## config.mk

```make
export PLATFORM = sky130hd
export DESIGN_NAME = preset_set_switch_control_top
export DESIGN_NICKNAME = d
export VERILOG_FILES = /design/src/pscs_pkg.sv /design/src/pscs_ram.sv /design/src/pscs_scan.sv /design/src/preset_set_switch_control_top.sv
export SDC_FILE = /design/constraint.sdc
export NUM_CORES = 1
export LEC_CHECK = 0
export BUFFER_PORTS_ARGS = -buffer_cell sky130_fd_sc_hd__buf_2
export CORE_ASPECT_RATIO = 1.5
export CORE_MARGIN = 4
export CORE_UTILIZATION = 61
export DETAILED_ROUTE_END_ITERATION = 10
export GPL_ROUTABILITY_DRIVEN = 1
export PLACE_DENSITY = 0.79
export SLEW_MARGIN = 20
export SYNTH_ARGS = -nofsm -noshare
export SYNTH_HDL_FRONTEND = slang
export SYNTH_SLANG_ARGS = --single-unit
```

## constraint.sdc

```tcl
create_clock -name aclk -period 3 [get_ports aclk]
set_input_delay 0.3 -clock aclk [delete_from_list [all_inputs] [get_ports aclk]]
set_output_delay 0.3 -clock aclk [all_outputs]
set_load 0.01 [all_outputs]
```

## src/pscs_pkg.sv

```systemverilog
// Package for the program-set drive switch: field widths, event kinds,
// status codes and the control structs passed between sequencer and scan unit.
// No dependencies.
`default_nettype none

package pscs_pkg;

    localparam int KIND_W     = 2;
    localparam int PROG_W     = 7;
    localparam int COUNT_W    = 5;
    localparam int STATUS_W   = 2;

    localparam int DEFAULT_TABLE_DEPTH = 16;

    // Event kinds
    localparam logic [KIND_W-1:0] KIND_PROGRAM = 2'd0;
    localparam logic [KIND_W-1:0] KIND_SAVE    = 2'd1;
    localparam logic [KIND_W-1:0] KIND_DELETE  = 2'd2;

    // Result status codes
    localparam logic [STATUS_W-1:0] ST_APPLIED    = 2'd0;
    localparam logic [STATUS_W-1:0] ST_NO_PROGRAM = 2'd1;
    localparam logic [STATUS_W-1:0] ST_NO_CHANGE  = 2'd2;
    localparam logic [STATUS_W-1:0] ST_FULL       = 2'd3;

    typedef struct packed {
        logic start;
        logic compact;
    } scan_cmd_t;

    typedef struct packed {
        logic done;
        logic hit;
    } scan_stat_t;

endpackage

`default_nettype wire

```

## src/pscs_ram.sv

```systemverilog
// Generic single-write, single-read RAM with registered read data.
// No dependencies.
`default_nettype none

module pscs_ram #(
    parameter int WIDTH = 8,
    parameter int DEPTH = 16
) (
    input  wire logic                                   aclk,
    input  wire logic                                   we_i,
    input  wire logic [((DEPTH > 1) ? $clog2(DEPTH) : 1)-1:0] waddr_i,
    input  wire logic [WIDTH-1:0]                       wdata_i,
    input  wire logic [((DEPTH > 1) ? $clog2(DEPTH) : 1)-1:0] raddr_i,
    output logic      [WIDTH-1:0]                       rdata_o
);

    logic [WIDTH-1:0] mem_reg [DEPTH];
    logic [WIDTH-1:0] rdata_reg;

    always_ff @(posedge aclk) begin
        if (we_i) begin
            mem_reg[waddr_i] <= wdata_i;
        end
        rdata_reg <= mem_reg[raddr_i];
    end

    assign rdata_o = rdata_reg;

endmodule

`default_nettype wire

```

## src/pscs_scan.sv

```systemverilog
// Scan unit: walks the program table one entry at a time (S_RD, then S_CMP)
// through a single comparator, either searching for a key or compacting it out.
// Depends on pscs_pkg; drives the ports of one pscs_ram.
`default_nettype none

module pscs_scan #(
    parameter int DEPTH = pscs_pkg::DEFAULT_TABLE_DEPTH
) (
    input  wire logic                                   aclk,
    input  wire logic                                   aresetn,
    input  wire pscs_pkg::scan_cmd_t                    cmd_i,
    input  wire logic [pscs_pkg::PROG_W-1:0]            key_i,
    input  wire logic [$clog2(DEPTH+1)-1:0]             count_i,
    output pscs_pkg::scan_stat_t                        stat_o,
    output logic      [$clog2(DEPTH+1)-1:0]             kept_o,
    output logic      [((DEPTH > 1) ? $clog2(DEPTH) : 1)-1:0] raddr_o,
    input  wire logic [pscs_pkg::PROG_W-1:0]            rdata_i,
    output logic                                        we_o,
    output logic      [((DEPTH > 1) ? $clog2(DEPTH) : 1)-1:0] waddr_o,
    output logic      [pscs_pkg::PROG_W-1:0]            wdata_o
);

    import pscs_pkg::*;

    localparam int AW = (DEPTH > 1) ? $clog2(DEPTH) : 1;
    localparam int CW = $clog2(DEPTH + 1);

    localparam logic [1:0] S_IDLE = 2'd0;
    localparam logic [1:0] S_RD   = 2'd1;
    localparam logic [1:0] S_CMP  = 2'd2;

    logic [1:0]        state_reg,   state_next;
    logic [CW-1:0]     idx_reg,     idx_next;
    logic [CW-1:0]     kept_reg,    kept_next;
    logic [CW-1:0]     limit_reg,   limit_next;
    logic [PROG_W-1:0] key_reg,     key_next;
    logic              compact_reg, compact_next;
    logic              hit_reg,     hit_next;
    logic              done_reg,    done_next;

    logic match;
    logic last;

    assign match = (rdata_i == key_reg);
    assign last  = ((idx_reg + CW'(1)) == limit_reg);

    always_comb begin
        state_next   = state_reg;
        idx_next     = idx_reg;
        kept_next    = kept_reg;
        limit_next   = limit_reg;
        key_next     = key_reg;
        compact_next = compact_reg;
        hit_next     = hit_reg;
        done_next    = 1'b0;
        we_o         = 1'b0;

        unique case (state_reg)
            S_IDLE: begin
                if (cmd_i.start) begin
                    key_next     = key_i;
                    limit_next   = count_i;
                    compact_next = cmd_i.compact;
                    idx_next     = '0;
                    kept_next    = '0;
                    hit_next     = 1'b0;
                    if (count_i == '0) begin
                        done_next = 1'b1;
                    end else begin
                        state_next = S_RD;
                    end
                end
            end
            S_RD: begin
                state_next = S_CMP;
            end
            S_CMP: begin
                if (match) begin
                    hit_next = 1'b1;
                end
                if (compact_reg) begin
                    // keep entries that differ, packed down to the kept index
                    if (!match) begin
                        we_o      = 1'b1;
                        kept_next = kept_reg + CW'(1);
                    end
                    if (last) begin
                        done_next  = 1'b1;
                        state_next = S_IDLE;
                    end else begin
                        idx_next   = idx_reg + CW'(1);
                        state_next = S_RD;
                    end
                end else if (match || last) begin
                    done_next  = 1'b1;
                    state_next = S_IDLE;
                end else begin
                    idx_next   = idx_reg + CW'(1);
                    state_next = S_RD;
                end
            end
            default: begin
                state_next = S_IDLE;
            end
        endcase
    end

    always_ff @(posedge aclk) begin
        if (!aresetn) begin
            state_reg <= S_IDLE;
            done_reg  <= 1'b0;
        end else begin
            state_reg <= state_next;
            done_reg  <= done_next;
        end
        idx_reg     <= idx_next;
        kept_reg    <= kept_next;
        limit_reg   <= limit_next;
        key_reg     <= key_next;
        compact_reg <= compact_next;
        hit_reg     <= hit_next;
    end

    assign raddr_o     = idx_reg[AW-1:0];
    assign waddr_o     = kept_reg[AW-1:0];
    assign wdata_o     = rdata_i;
    assign kept_o      = kept_reg;
    assign stat_o.done = done_reg;
    assign stat_o.hit  = hit_reg;

endmodule

`default_nettype wire

```

## src/preset_set_switch_control_top.sv

```systemverilog
// Top level of the program-set drive switch: event sequencer, state and
// result registers. Depends on pscs_pkg, pscs_scan and pscs_ram.
`default_nettype none

// Channel   Ports                                           Direction
// -------   ---------------------------------------------   ---------
// s_        s_valid, s_ready, s_kind, s_program_req          event in
// m_        m_valid, m_ready, m_drive_on, m_current_program, result out
//           m_stored_count, m_in_set, m_status
//
// Walk: a program change or a delete that hits walks the held entries
// one at a time through the one comparator and RAM read port, each entry
// taking a read state and a compare state. Save and ignored events skip
// the walk. One event at a time.
// Reset: synchronous, active low; the set comes up empty, no clearing pass
// (only entries below the count are ever read).
// Stalls: a result waits in the output register; the next event is taken
// while it waits, its own result then holds until the register frees.

module preset_set_switch_control_top #(
    parameter int TABLE_DEPTH = pscs_pkg::DEFAULT_TABLE_DEPTH
) (
    input  wire logic                            aclk,
    input  wire logic                            aresetn,
    input  wire logic                            s_valid,
    output logic                                 s_ready,
    input  wire logic [pscs_pkg::KIND_W-1:0]     s_kind,
    input  wire logic [pscs_pkg::PROG_W-1:0]     s_program_req,
    output logic                                 m_valid,
    input  wire logic                            m_ready,
    output logic                                 m_drive_on,
    output logic      [pscs_pkg::PROG_W-1:0]     m_current_program,
    output logic      [pscs_pkg::COUNT_W-1:0]    m_stored_count,
    output logic                                 m_in_set,
    output logic      [pscs_pkg::STATUS_W-1:0]   m_status
);

    import pscs_pkg::*;

    localparam int AW = (TABLE_DEPTH > 1) ? $clog2(TABLE_DEPTH) : 1;
    localparam int CW = $clog2(TABLE_DEPTH + 1);

    localparam logic [1:0] T_IDLE = 2'd0;
    localparam logic [1:0] T_BUSY = 2'd1;
    localparam logic [1:0] T_DONE = 2'd2;

    // sequencer and architectural state
    logic [1:0]          state_reg,   state_next;
    logic [KIND_W-1:0]   kind_reg,    kind_next;
    logic [CW-1:0]       count_reg,   count_next;
    logic [PROG_W-1:0]   program_reg, program_next;
    logic                seen_reg,    seen_next;
    logic                drive_reg,   drive_next;
    logic                held_reg,    held_next;   // current program is in the set
    logic [STATUS_W-1:0] status_reg,  status_next;

    // result register
    logic                m_valid_reg,   m_valid_next;
    logic                m_drive_reg,   m_drive_next;
    logic [PROG_W-1:0]   m_program_reg, m_program_next;
    logic [COUNT_W-1:0]  m_count_reg,   m_count_next;
    logic                m_in_set_reg,  m_in_set_next;
    logic [STATUS_W-1:0] m_status_reg,  m_status_next;

    // scan unit and RAM
    scan_cmd_t         scan_cmd;
    scan_stat_t        scan_stat;
    logic [PROG_W-1:0] scan_key;
    logic [CW-1:0]     scan_kept;
    logic [AW-1:0]     scan_raddr;
    logic              scan_we;
    logic [AW-1:0]     scan_waddr;
    logic [PROG_W-1:0] scan_wdata;
    logic [PROG_W-1:0] ram_rdata;
    logic              save_we;
    logic              ram_we;
    logic [AW-1:0]     ram_waddr;
    logic [PROG_W-1:0] ram_wdata;

    logic accept;
    logic out_free;
    logic table_full;

    assign s_ready    = (state_reg == T_IDLE);
    assign accept     = s_valid && s_ready;
    assign out_free   = !m_valid_reg || m_ready;
    assign table_full = (count_reg == CW'(TABLE_DEPTH));

    always_comb begin
        state_next     = state_reg;
        kind_next      = kind_reg;
        count_next     = count_reg;
        program_next   = program_reg;
        seen_next      = seen_reg;
        drive_next     = drive_reg;
        held_next      = held_reg;
        status_next    = status_reg;
        m_valid_next   = m_valid_reg && !m_ready;
        m_drive_next   = m_drive_reg;
        m_program_next = m_program_reg;
        m_count_next   = m_count_reg;
        m_in_set_next  = m_in_set_reg;
        m_status_next  = m_status_reg;
        scan_cmd.start   = 1'b0;
        scan_cmd.compact = 1'b0;
        scan_key       = program_reg;
        save_we        = 1'b0;

        unique case (state_reg)
            T_IDLE: begin
                if (accept) begin
                    kind_next = s_kind;
                    unique case (s_kind)
                        KIND_PROGRAM: begin
                            // search the set for the new program
                            seen_next      = 1'b1;
                            program_next   = s_program_req;
                            scan_key       = s_program_req;
                            scan_cmd.start = 1'b1;
                            status_next    = ST_APPLIED;
                            state_next     = T_BUSY;
                        end
                        KIND_SAVE: begin
                            state_next = T_DONE;
                            if (!seen_reg) begin
                                status_next = ST_NO_PROGRAM;
                            end else if (held_reg) begin
                                status_next = ST_NO_CHANGE;
                            end else if (table_full) begin
                                status_next = ST_FULL;
                            end else begin
                                // append at the fill count
                                save_we     = 1'b1;
                                count_next  = count_reg + CW'(1);
                                drive_next  = 1'b1;
                                held_next   = 1'b1;
                                status_next = ST_APPLIED;
                            end
                        end
                        KIND_DELETE: begin
                            if (!seen_reg) begin
                                status_next = ST_NO_PROGRAM;
                                state_next  = T_DONE;
                            end else if (!held_reg) begin
                                status_next = ST_NO_CHANGE;
                                state_next  = T_DONE;
                            end else begin
                                scan_cmd.start   = 1'b1;
                                scan_cmd.compact = 1'b1;
                                status_next      = ST_APPLIED;
                                state_next       = T_BUSY;
                            end
                        end
                        default: begin
                            status_next = ST_NO_CHANGE;
                            state_next  = T_DONE;
                        end
                    endcase
                end
            end
            T_BUSY: begin
                if (scan_stat.done) begin
                    if (kind_reg == KIND_DELETE) begin
                        count_next = scan_kept;
                        drive_next = 1'b0;
                        held_next  = 1'b0;
                    end else begin
                        drive_next = scan_stat.hit;
                        held_next  = scan_stat.hit;
                    end
                    state_next = T_DONE;
                end
            end
            T_DONE: begin
                if (out_free) begin
                    m_valid_next   = 1'b1;
                    m_drive_next   = drive_reg;
                    m_program_next = program_reg;
                    m_count_next   = COUNT_W'(count_reg);
                    m_in_set_next  = held_reg;
                    m_status_next  = status_reg;
                    state_next     = T_IDLE;
                end
            end
            default: begin
                state_next = T_IDLE;
            end
        endcase
    end

    always_ff @(posedge aclk) begin
        if (!aresetn) begin
            state_reg   <= T_IDLE;
            count_reg   <= '0;
            program_reg <= '0;
            seen_reg    <= 1'b0;
            drive_reg   <= 1'b0;
            held_reg    <= 1'b0;
            m_valid_reg <= 1'b0;
        end else begin
            state_reg   <= state_next;
            count_reg   <= count_next;
            program_reg <= program_next;
            seen_reg    <= seen_next;
            drive_reg   <= drive_next;
            held_reg    <= held_next;
            m_valid_reg <= m_valid_next;
        end
        kind_reg      <= kind_next;
        status_reg    <= status_next;
        m_drive_reg   <= m_drive_next;
        m_program_reg <= m_program_next;
        m_count_reg   <= m_count_next;
        m_in_set_reg  <= m_in_set_next;
        m_status_reg  <= m_status_next;
    end

    // save writes in the accept cycle, compaction only while busy
    assign ram_we    = save_we || scan_we;
    assign ram_waddr = save_we ? count_reg[AW-1:0] : scan_waddr;
    assign ram_wdata = save_we ? program_reg : scan_wdata;

    pscs_scan #(
        .DEPTH (TABLE_DEPTH)
    ) u_scan (
        .aclk    (aclk),
        .aresetn (aresetn),
        .cmd_i   (scan_cmd),
        .key_i   (scan_key),
        .count_i (count_reg),
        .stat_o  (scan_stat),
        .kept_o  (scan_kept),
        .raddr_o (scan_raddr),
        .rdata_i (ram_rdata),
        .we_o    (scan_we),
        .waddr_o (scan_waddr),
        .wdata_o (scan_wdata)
    );

    pscs_ram #(
        .WIDTH (PROG_W),
        .DEPTH (TABLE_DEPTH)
    ) u_table (
        .aclk    (aclk),
        .we_i    (ram_we),
        .waddr_i (ram_waddr),
        .wdata_i (ram_wdata),
        .raddr_i (scan_raddr),
        .rdata_o (ram_rdata)
    );

    assign m_valid           = m_valid_reg;
    assign m_drive_on        = m_drive_reg;
    assign m_current_program = m_program_reg;
    assign m_stored_count    = m_count_reg;
    assign m_in_set          = m_in_set_reg;
    assign m_status          = m_status_reg;

endmodule

`default_nettype wire

```

==> qor.yml <==
hold_path:
  hold_path_depth: 1
  hold_path_class: "input port to flip-flop"
drt:
  drt_iter0_markers: 357
  route.met2.wl_um: 8890
  drt-pass1-iter-count: 6
  dr.max_layer_used: "met4"
  met1_length_um: 5690
  wire_per_inst_um: 23.5
  ant_nets: 0
  drt_wl_total_um: 15900
  vias: 4238
  drc: 0
  met3_length_um: 785
  avgViaCountPerCell: 6.24
run:
  cap_violations: 0
synth:
  synth_top_area_share_pct: 62.6
  synth.avg_cell_area_um2: 16.0
  synth_edf_count: 156
  synth_cells: 467
  synth_area_leader_cell: "edfxtp_1"
  ys_warn_count: 0
  ys_types: 50
  ys_dominant_reg_cell: "edfxtp_1"
  synth_nets: 484
  synthesis.area_um2: 7490
  ys_seq_area_share_pct: 70.1
  ys_ff_latch: 184
  ys_top_cells_by_area: "edfxtp_1 63%, mux4_2 8.4%, dfxtp_1 7.5%"
  synthArstFlopShare_pct: 0
timing:
  period_minus_slack_ns: 2.90
  tightest_slew_ns: 0.876
  setup_viol: 0
  maxSlewHeadroom_pct: 41.6
  finClkSkew_ns: 0.00799
  timing.final.crit_share_pct: 96.5
  hold_ws_ns: 0.180
  rsz0062_at_grt: "yes"
  finalMaxSlewViolations: 0
  timing.fmax_ghz: 0.345
  final-hold-violation-count: 0
clocking:
  cts_setup_buffers: 0
  ctsHoldBuffers: 0
  clk_latency_ns: 0.42
  cts_root_buffer: "clkbuf_16"
  cts_max_level: 4
  cts_inserted_buffers: 17
  clkSinkCount: 184
  clk_path_buf_depth: 2
  cts.clk_slew.worst_paths_ns: 0.06
  cts_tree: "yes"
pwr:
  p_sw_mw: 1.00
  vdd_ir_drop_max_uv: 472
  p_leak_nw: 2.87
  p_seq_share_pct: 53.4
  powerDensity_nw_per_um2: 618
  combPwrFrac_pct: 2.9
  power_frac_clock_pct: 43.7
  p_int_mw: 4.25
  switching_share_pct: 19.1
setup_path:
  path_class: "flip-flop to flip-flop"
  cp_slowest_stage_delay_ns: 0.61
  cpMaxStageDelayCell: "nor2_1"
  r2r_setup_slack_ns: 0.10
  endpoint_kind: "flip-flop"
  crit_required_ns: 3.05
  crit_path_cell_trace: "inv_1 > ha_1 > and4bb_2 > nor4_4 > buf_4 > a31oi_1 > nor2_1"
  critPathLaunchType: "flip-flop"
  arrival_ns: 2.95
  reg2regPathDepth: 7
  worstPathMaxFanout: 14
final_layout:
  final_util_pct: 70.7
  syn2layout_area_growth_pct: 13.5
  fin_cells: 679
  largest_register_ffs: 112
  final_common_cell: "edfxtp_1"
  final_nets: 530
  n_antenna_cell: 0
  final_cell_mix: "156 x edfxtp_1, 35 x nor2_1, 30 x buf_2"
  drive_gt1_share_pct: 24.7
global_route:
  first_global_vias: 4344
  antenna_found_initial: 0
  grt_start_max_net_pins: 26
  grt_pass1_wl_um: 25400
  grt-ovfl-total: 0
  grt_usage_pct: 24.4
floorplan:
  start_util_pct: 62.3
  io_pins: 31
  die_h_um: 144
  die_area_um2: 14100
  core-area_um2: 12000
  num_rows: 49
  fp.dieW_um: 98.5
placement:
  placed_cells: 647
  place_congestion: 0.843
  dp_hpwl_um: 10800
  port_buffers: 30
run_status:
  status: "finished, final reports clean"
critical path: cells and delay by family, from the launching register on:
family | cells | cell delay (ns)
and+or+nand+nor | 3 | 1.20
DFF | 1 | 0.47
buffers and inverters | 2 | 0.41
adders and majority gates | 1 | 0.24
AOI/OAI and AO/OA | 1 | 0.19
synthesized netlist by cell type, types with 4 or more instances:
master	n
edfxtp_1	156
nor2_1	37
a21oi_1	28
dfxtp_1	28
mux4_2	28
nand2_1	20
clkbuf_1	16
mux2_2	14
xor2_1	12
and2_1	10
nand3_1	9
o21ai_0	9
nor2b_1	8
a211oi_1	7
inv_1	7
mux2i_1	7
xnor2_1	7
nor3b_1	6
a31oi_1	5
buf_2	5
nand2b_1	5
nor3_1	5
and3_1	4
ha_1	4
cell type report:
type / count / area (µm²)
Timing Repair Buffer: 49 / 293
Fill cell: 786 / 3520
Clock buffer: 25 / 497
Sequential cell: 184 / 5250
Inverter: 8 / 31.3
Tap cell: 153 / 191
Multi-Input combinational cell: 253 / 2120
Clock inverter: 7 / 116
routing by layer:
metal / track usage, % / vias to the layer above
met4: 9.50 / 0
met3: 4.32 / 42
met1: 28.4 / 2136
met5: 0 / -
met2: 45.0 / 175
li1: - / 1885
kinds of logic after synthesis:
group	Yosys count	synth area share (%)
AO/OA/AOI/OAI	64	5.45
XOR/XNOR	20	2.52
AND/OR/NAND/NOR	116	8.19
adder cells (fa/ha/maj)	4	0.668
buffers and inverters	30	1.65
multiplexers	49	11.5
flip-flops	184	70.1
metrics by stage:
stage          power (mW)  TNS (ns)  instance area, µm²  setup slack (ns)
5_1_grt              5.40     -2.81                8500           -0.0786
3_5_place_dp         3.01         0                7880             0.194
2_1_floorplan        2.95         0                7490             0.468
6_report             5.25         0                8500             0.105
4_1_cts              5.26         0                8490             0.112
3_3_place_gp         3.01         0                7880             0.325
power groups by stage:
stage | Sequential, mW | Clock, mW | Combinational [mW]
6_report | 2.80 | 2.30 | 0.154
2_1_floorplan | 2.86 | 0 | 0.0921
3_3_place_gp | 2.86 | 0 | 0.149
3_5_place_dp | 2.86 | 0 | 0.153
4_1_cts | 2.80 | 2.30 | 0.155
5_1_grt | 2.81 | 2.42 | 0.168
repair_timing:
item,4_1_cts,5_1_grt
endpoints found under the hold margin,0,0
resized for setup,0,2
endpoints found under the setup margin,0,70
final timing paths:
path / from / endpoint
setup / recovery: count_reg[0] / u_table.mem_reg[9][5]
setup reg to reg: count_reg[0] / u_table.mem_reg[9][5]
hold reg to reg: drive_reg / m_drive_on
hold / removal: s_kind[0] / kind_reg[0]
No activity file was read; power rests on OpenSTA's default activity.
